## src/rtl/prs_pkg.sv

```systemverilog
// Shared types and constants of the per-class return statistics block.
// Depends on nothing; imported by the controller, the datapath and the top level.
package prs_pkg;

   localparam int NUM_CLASSES_DEF = 8;
   localparam int COUNT_BITS_DEF  = 32;

   localparam int CLASS_BITS = 3;
   localparam int TIME_BITS  = 63;
   localparam int RET_BITS   = 32;
   localparam int CR_BITS    = 48;
   localparam int REQ_BYTES_BITS = 96;
   localparam int RSP_BYTES_BITS = 208;

   // one year in microseconds and 1.0 in Q16.48
   localparam logic [63:0] YEAR_US = 64'd31557600000000;
   localparam logic [63:0] ONE_Q48 = 64'h0001_0000_0000_0000;

   typedef enum logic [4:0] {
      ST_IDLE, ST_DISPATCH, ST_UPD, ST_MUL_SQ, ST_MUL_EQ, ST_DIV_DD,
      ST_FIRST, ST_SCAN, ST_NEXT, ST_MEAN, ST_SHARE, ST_SMSQ, ST_CORR,
      ST_VAR, ST_VAR_CHK, ST_MM, ST_A, ST_AY, ST_B, ST_BN, ST_SQRT,
      ST_ZERO, ST_EMIT
   } prs_state_type;

   typedef enum logic [4:0] {
      OP_NONE, OP_UPD, OP_MUL_SQ, OP_MUL_EQ, OP_DIV_DD, OP_FIRST, OP_NEXT,
      OP_MEAN, OP_SHARE, OP_SMSQ, OP_CORR, OP_VAR, OP_MM, OP_A, OP_AY,
      OP_B, OP_BN, OP_SQRT, OP_ZERO, OP_EMIT
   } prs_op_type;

   typedef struct packed {
      logic       load;
      logic       start;
      prs_op_type op;
   } prs_cmd_type;

   typedef struct packed {
      logic in_range;
      logic unit_done;
      logic class_seen;
      logic sharpe_skip;
      logic var_zero;
      logic idx_last;
      logic out_free;
   } prs_status_type;

endpackage

```

## src/rtl/prs_controller.sv

```systemverilog
// Sequencer of the statistics block: steps the datapath through the update of
// one class and the report of every seen class. Uses prs_pkg.
module prs_controller (
   input  logic                    clock,
   input  logic                    reset,
   input  logic                    req_valid,
   output logic                    req_ready,
   output prs_pkg::prs_cmd_type    cmd,
   input  prs_pkg::prs_status_type status
);
   import prs_pkg::*;

   prs_state_type state_ff;
   prs_state_type state_in;
   logic          issued_ff;

   always_ff @(posedge clock) begin
      if (reset) begin
         state_ff  <= ST_IDLE;
         issued_ff <= 1'b0;
      end else begin
         state_ff  <= state_in;
         issued_ff <= (state_in == state_ff);
      end
   end

   // next state
   always_comb begin
      state_in = state_ff;
      unique case (state_ff)
         ST_IDLE:     if (req_valid) state_in = ST_DISPATCH;
         ST_DISPATCH: state_in = status.in_range ? ST_UPD : ST_FIRST;
         ST_UPD:      state_in = ST_MUL_SQ;
         ST_MUL_SQ:   if (status.unit_done) state_in = ST_MUL_EQ;
         ST_MUL_EQ:   if (status.unit_done) state_in = ST_DIV_DD;
         ST_DIV_DD:   if (status.unit_done) state_in = ST_FIRST;
         ST_FIRST:    state_in = ST_SCAN;
         ST_SCAN: begin
            if (status.class_seen) begin
               state_in = ST_MEAN;
            end else begin
               state_in = status.idx_last ? ST_IDLE : ST_NEXT;
            end
         end
         ST_NEXT:     state_in = ST_SCAN;
         ST_MEAN:     if (status.unit_done) state_in = ST_SHARE;
         ST_SHARE: begin
            if (status.unit_done) begin
               state_in = status.sharpe_skip ? ST_ZERO : ST_SMSQ;
            end
         end
         ST_SMSQ:     if (status.unit_done) state_in = ST_CORR;
         ST_CORR:     if (status.unit_done) state_in = ST_VAR;
         ST_VAR:      if (status.unit_done) state_in = ST_VAR_CHK;
         ST_VAR_CHK:  state_in = status.var_zero ? ST_ZERO : ST_MM;
         ST_MM:       if (status.unit_done) state_in = ST_A;
         ST_A:        if (status.unit_done) state_in = ST_AY;
         ST_AY:       if (status.unit_done) state_in = ST_B;
         ST_B:        if (status.unit_done) state_in = ST_BN;
         ST_BN:       if (status.unit_done) state_in = ST_SQRT;
         ST_SQRT:     if (status.unit_done) state_in = ST_EMIT;
         ST_ZERO:     state_in = ST_EMIT;
         ST_EMIT: begin
            if (status.out_free) begin
               state_in = status.idx_last ? ST_IDLE : ST_NEXT;
            end
         end
         default:     state_in = ST_IDLE;
      endcase
   end

   // commands
   always_comb begin
      req_ready = (state_ff == ST_IDLE);
      cmd.load  = req_valid && (state_ff == ST_IDLE);
      cmd.start = !issued_ff;
      unique case (state_ff)
         ST_UPD:    cmd.op = OP_UPD;
         ST_MUL_SQ: cmd.op = OP_MUL_SQ;
         ST_MUL_EQ: cmd.op = OP_MUL_EQ;
         ST_DIV_DD: cmd.op = OP_DIV_DD;
         ST_FIRST:  cmd.op = OP_FIRST;
         ST_NEXT:   cmd.op = OP_NEXT;
         ST_MEAN:   cmd.op = OP_MEAN;
         ST_SHARE:  cmd.op = OP_SHARE;
         ST_SMSQ:   cmd.op = OP_SMSQ;
         ST_CORR:   cmd.op = OP_CORR;
         ST_VAR:    cmd.op = OP_VAR;
         ST_MM:     cmd.op = OP_MM;
         ST_A:      cmd.op = OP_A;
         ST_AY:     cmd.op = OP_AY;
         ST_B:      cmd.op = OP_B;
         ST_BN:     cmd.op = OP_BN;
         ST_SQRT:   cmd.op = OP_SQRT;
         ST_ZERO:   cmd.op = OP_ZERO;
         ST_EMIT:   cmd.op = OP_EMIT;
         default:   cmd.op = OP_NONE;
      endcase
   end

endmodule
```

## config.mk

```make
export PLATFORM = sky130hd
export DESIGN_NAME = prs_controller
export DESIGN_NICKNAME = d
export VERILOG_FILES = /design/src/rtl/prs_pkg.sv /design/src/rtl/prs_controller.sv
export SDC_FILE = /design/constraint.sdc
export NUM_CORES = 1
export LEC_CHECK = 0
export ABC_CLOCK_PERIOD_IN_PS = 2410
export BUFFER_PORTS_ARGS = -buffer_cell sky130_fd_sc_hd__buf_4
export CAP_MARGIN = 40
export CELL_PAD_IN_SITES_DETAIL_PLACEMENT = 1
export CELL_PAD_IN_SITES_GLOBAL_PLACEMENT = 1
export CORE_ASPECT_RATIO = 0.9
export CORE_MARGIN = 3
export CORE_UTILIZATION = 37
export DETAILED_ROUTE_END_ITERATION = 7
export PLACE_DENSITY = 0.82
export SKIP_LAST_GASP = 1
export SLEW_MARGIN = 0
export SYNTH_ARGS = -nofsm -noshare
export SYNTH_HDL_FRONTEND = slang
export SYNTH_SLANG_ARGS = --single-unit
export TNS_END_PERCENT = 50
```

## constraint.sdc

```tcl
create_clock -name clock -period 2.41 [get_ports clock]
set_input_delay 0.482 -clock clock [delete_from_list [all_inputs] [get_ports clock]]
set_output_delay 0.482 -clock clock [all_outputs]
set_load 0.03 [all_outputs]
```

==> flow_metrics.tcl <==
set metrics [dict create \
    route.met3.wl_um 276 \
    cts-buffers-inserted 3 \
    ys_warn_count 0 \
    final_cell_mix "buf_4 (49), nor2_1 (8), nand2_1 (8)" \
    finalHoldViolations 0 \
    syn-num-nets 146 \
    clk_pin_slew_worst_paths_ns 0.07 \
    numPortBuffers 17 \
    startpoint "state_ff[0]" \
    r2r_cells 9 \
    rsz0062_at_grt "true" \
    dr.first_iter.drc_count 86 \
    grt-ovfl-total 0 \
    synthToLayoutAreaGrowth_pct 56.0 \
    drive_above_1_share_pct 53.1 \
    synth_cell_types 53 \
    ios 18 \
    drt_first_pass_iters 4 \
    die-width_um 63.2 \
    clock-root-buffer "clkbuf_4" \
    synth-xor-area-share_pct 4.02 \
    mostFrequentLayoutCell "buf_4" \
    synth_compound_area_share_pct 26.2 \
    tightest_slew_ns 0.570 \
    min_path_type "in2reg" \
    die_h_um 57.5 \
    relSlewSlack_pct 61.9 \
    synth_seq_cells 11 \
    synth_area_um2 1090 \
    grt_max_degree 19 \
    ctsHoldBuffers 0 \
    wl_met1_um 2040 \
    routedWlPerCell_um 21.9 \
    ff_latch_area_um2 234 \
    peakVddDrop_uv 671 \
    synth_simple_gate_area_share_pct 34.8 \
    vias 1269 \
    insertion_delay_ns 0.28 \
    min_period_ns 2.42 \
    postSynthAreaPerCell_um2 8.18 \
    post-route-period-util_pct 101 \
    power.leakage_nw 0.697 \
    syn_inst 133 \
    cts_buffer_depth 2 \
    maxUsedRoutingLayer "met4" \
    ant_nets 0 \
    wl_um 4800 \
    violations "setup timing" \
    synth_edf_count 0 \
    place_congestion 0.865 \
    powerDensity_nw_per_um2 1250 \
    antenna_found_initial 0 \
    start_util_pct 39.3 \
    synthArstFlopShare_pct 0 \
    end_kind "flop" \
    crit_arrival_ns 2.63 \
    muxShareOfSynthArea_pct 0.920 \
    first_global_vias 1149 \
    timing.final.ws_setup_ns -0.0142 \
    fill_cells 326 \
    hold-worst-slack_ns 0.471 \
    final_nets 193 \
    diodes 0 \
    multi_input_area_um2 888 \
    synthAdderAreaFrac_pct 3.45 \
    skew_ns 0.00296 \
    cp_max_fo 5 \
    endpoint "cmd[2]" \
    cts_tree "built" \
    rr_startpoint "state_ff[0]" \
    maxCapViolations 0 \
    grt_pass1_wl_um 5640 \
    reg2reg_setup_slack_ns -0.01 \
    post-route-util_pct 61.3 \
    htreeDepth 1 \
    rows 18 \
    viasPerCell 5.79 \
    required_ns 2.61 \
    wl_met2_um 2310 \
    dp_hpwl_um 2610 \
    core_area_um2 2770 \
    synth_top_family_by_area "simple AND/OR/NAND/NOR gates" \
    cp-start-kind "flop" \
    status "finished, violations left" \
    clock-sinks 11 \
    ys_seq_area_share_pct 20.2 \
    drc_errors 0 \
    track_usage_pct 19.7 \
    r2r_end "cmd[2]" \
    final_max_slew_viol_count 0 \
    setup_viol 1 \
    criticalPathCategory "reg2reg" \
    fmax_mhz 413 \
    synth_ff_type "dfxtp_1" \
    die_area_um2 3630 \
]
-- worst min-delay path by stage --
stage	start	to	slack, ns	cells past startpoint
after floorplan	reset	state_ff[0]	0.76	2
after global placement	reset	state_ff[0]	0.74	2
after detailed placement	reset	state_ff[1]	0.75	2
after CTS	reset	state_ff[1]	0.45	2
after global routing	reset	state_ff[0]	0.48	2
final	reset	state_ff[0]	0.47	2
-- Yosys cell counts, types with 2 or more instances --
| master | count | share of area, % |
|---|---|---|
| nor2_1 | 10 | 3.4 |
| nand2_1 | 8 | 2.8 |
| buf_4 | 4 | 2.8 |
| or3b_2 | 3 | 2.4 |
| a21o_1 | 3 | 2.1 |
| nor3_1 | 4 | 1.8 |
| buf_2 | 6 | 2.8 |
| or2b_1 | 2 | 1.4 |
| inv_1 | 8 | 2.8 |
| o21ai_1 | 3 | 1.4 |
| a211oi_1 | 2 | 1.4 |
| nor3b_1 | 3 | 2.1 |
| and2_1 | 2 | 1.1 |
| a21oi_1 | 6 | 2.8 |
| nor2b_1 | 3 | 1.7 |
| ha_1 | 3 | 3.4 |
| buf_6 | 2 | 2.1 |
| and3_1 | 2 | 1.1 |
| xnor2_1 | 2 | 1.6 |
| nand2b_1 | 4 | 2.3 |
| nand3_1 | 3 | 1.4 |
| xor2_1 | 3 | 2.4 |
| nand4b_1 | 3 | 2.4 |
| dfxtp_1 | 11 | 20 |
| o32ai_1 | 3 | 2.4 |
| or3_1 | 2 | 1.1 |
| nor4bb_1 | 2 | 1.8 |
-- power by group --
group          switching [W]  total, W  leakage [nW]  internal (W)
combinational       0.000837   0.00169         0.590      0.000853
clock              0.0000680  0.000132        0.0150     0.0000643
sequential         0.0000666  0.000305        0.0928      0.000239
total               0.000971   0.00213         0.697       0.00116
-- cells by family after synthesis --
group / count (synthesis)
xor gates and xnor gates: 5
DFF: 11
adders and majority gates: 3
and+or+nand+nor: 59
AOI/OAI and AO/OA: 34
muxes: 1
buffers and inverters: 20
-- state kept, by name (all words and copies together), names as in the netlist --
| signal | cells |
|---|---|
| cmd | 5 |
| state_ff | 5 |
| issued_ff | 1 |
-- timing repair --
item	CTS	global route
setup endpoints to repair	2	2
gates cloned	0	2
pin swaps	0	17
setup buffers	0	14
resized for setup	6	29
-- routing by layer --
layer | vias up | GRT usage (%)
met5 | - | 0
met4 | 0 | 6.15
met3 | 16 | 3.35
met2 | 51 | 35.3
met1 | 626 | 24.0
li1 | 576 | -
-- critical path, cell delays in order (launching register included) --
cell and delay, ns:
dfxtp_4 0.38, buf_12 0.14, nor3b_4 0.14, o31ai_2 0.29, a31oi_2 0.18, nor4_4 0.33, nor2_2 0.11, ha_4 0.23
or3_4 0.36, o221ai_2 0.17
-- per-stage QoR --
step	setup WS [ns]	cells	setup TNS, ns	area (um2)	power, W
global route	-0.121	219	-0.194	1700	0.00226
floorplan	0.00658	133	0	1100	0.00108
finish	-0.0142	219	-0.0142	1700	0.00213
global placement	0.0198	199	0	1380	0.00143
detailed placement	-0.103	199	-0.135	1380	0.00149
CTS	0.0108	203	0	1420	0.00165
-- layout make-up --
class	instances	share of cell area, %
multi-input combinational	102	52.3
timing repair buffer	54	27.6
sequential	11	13.8
tap	40	2.95
inverter	8	1.77
clock buffer	4	1.55
Power figures use the tool's default switching activity.
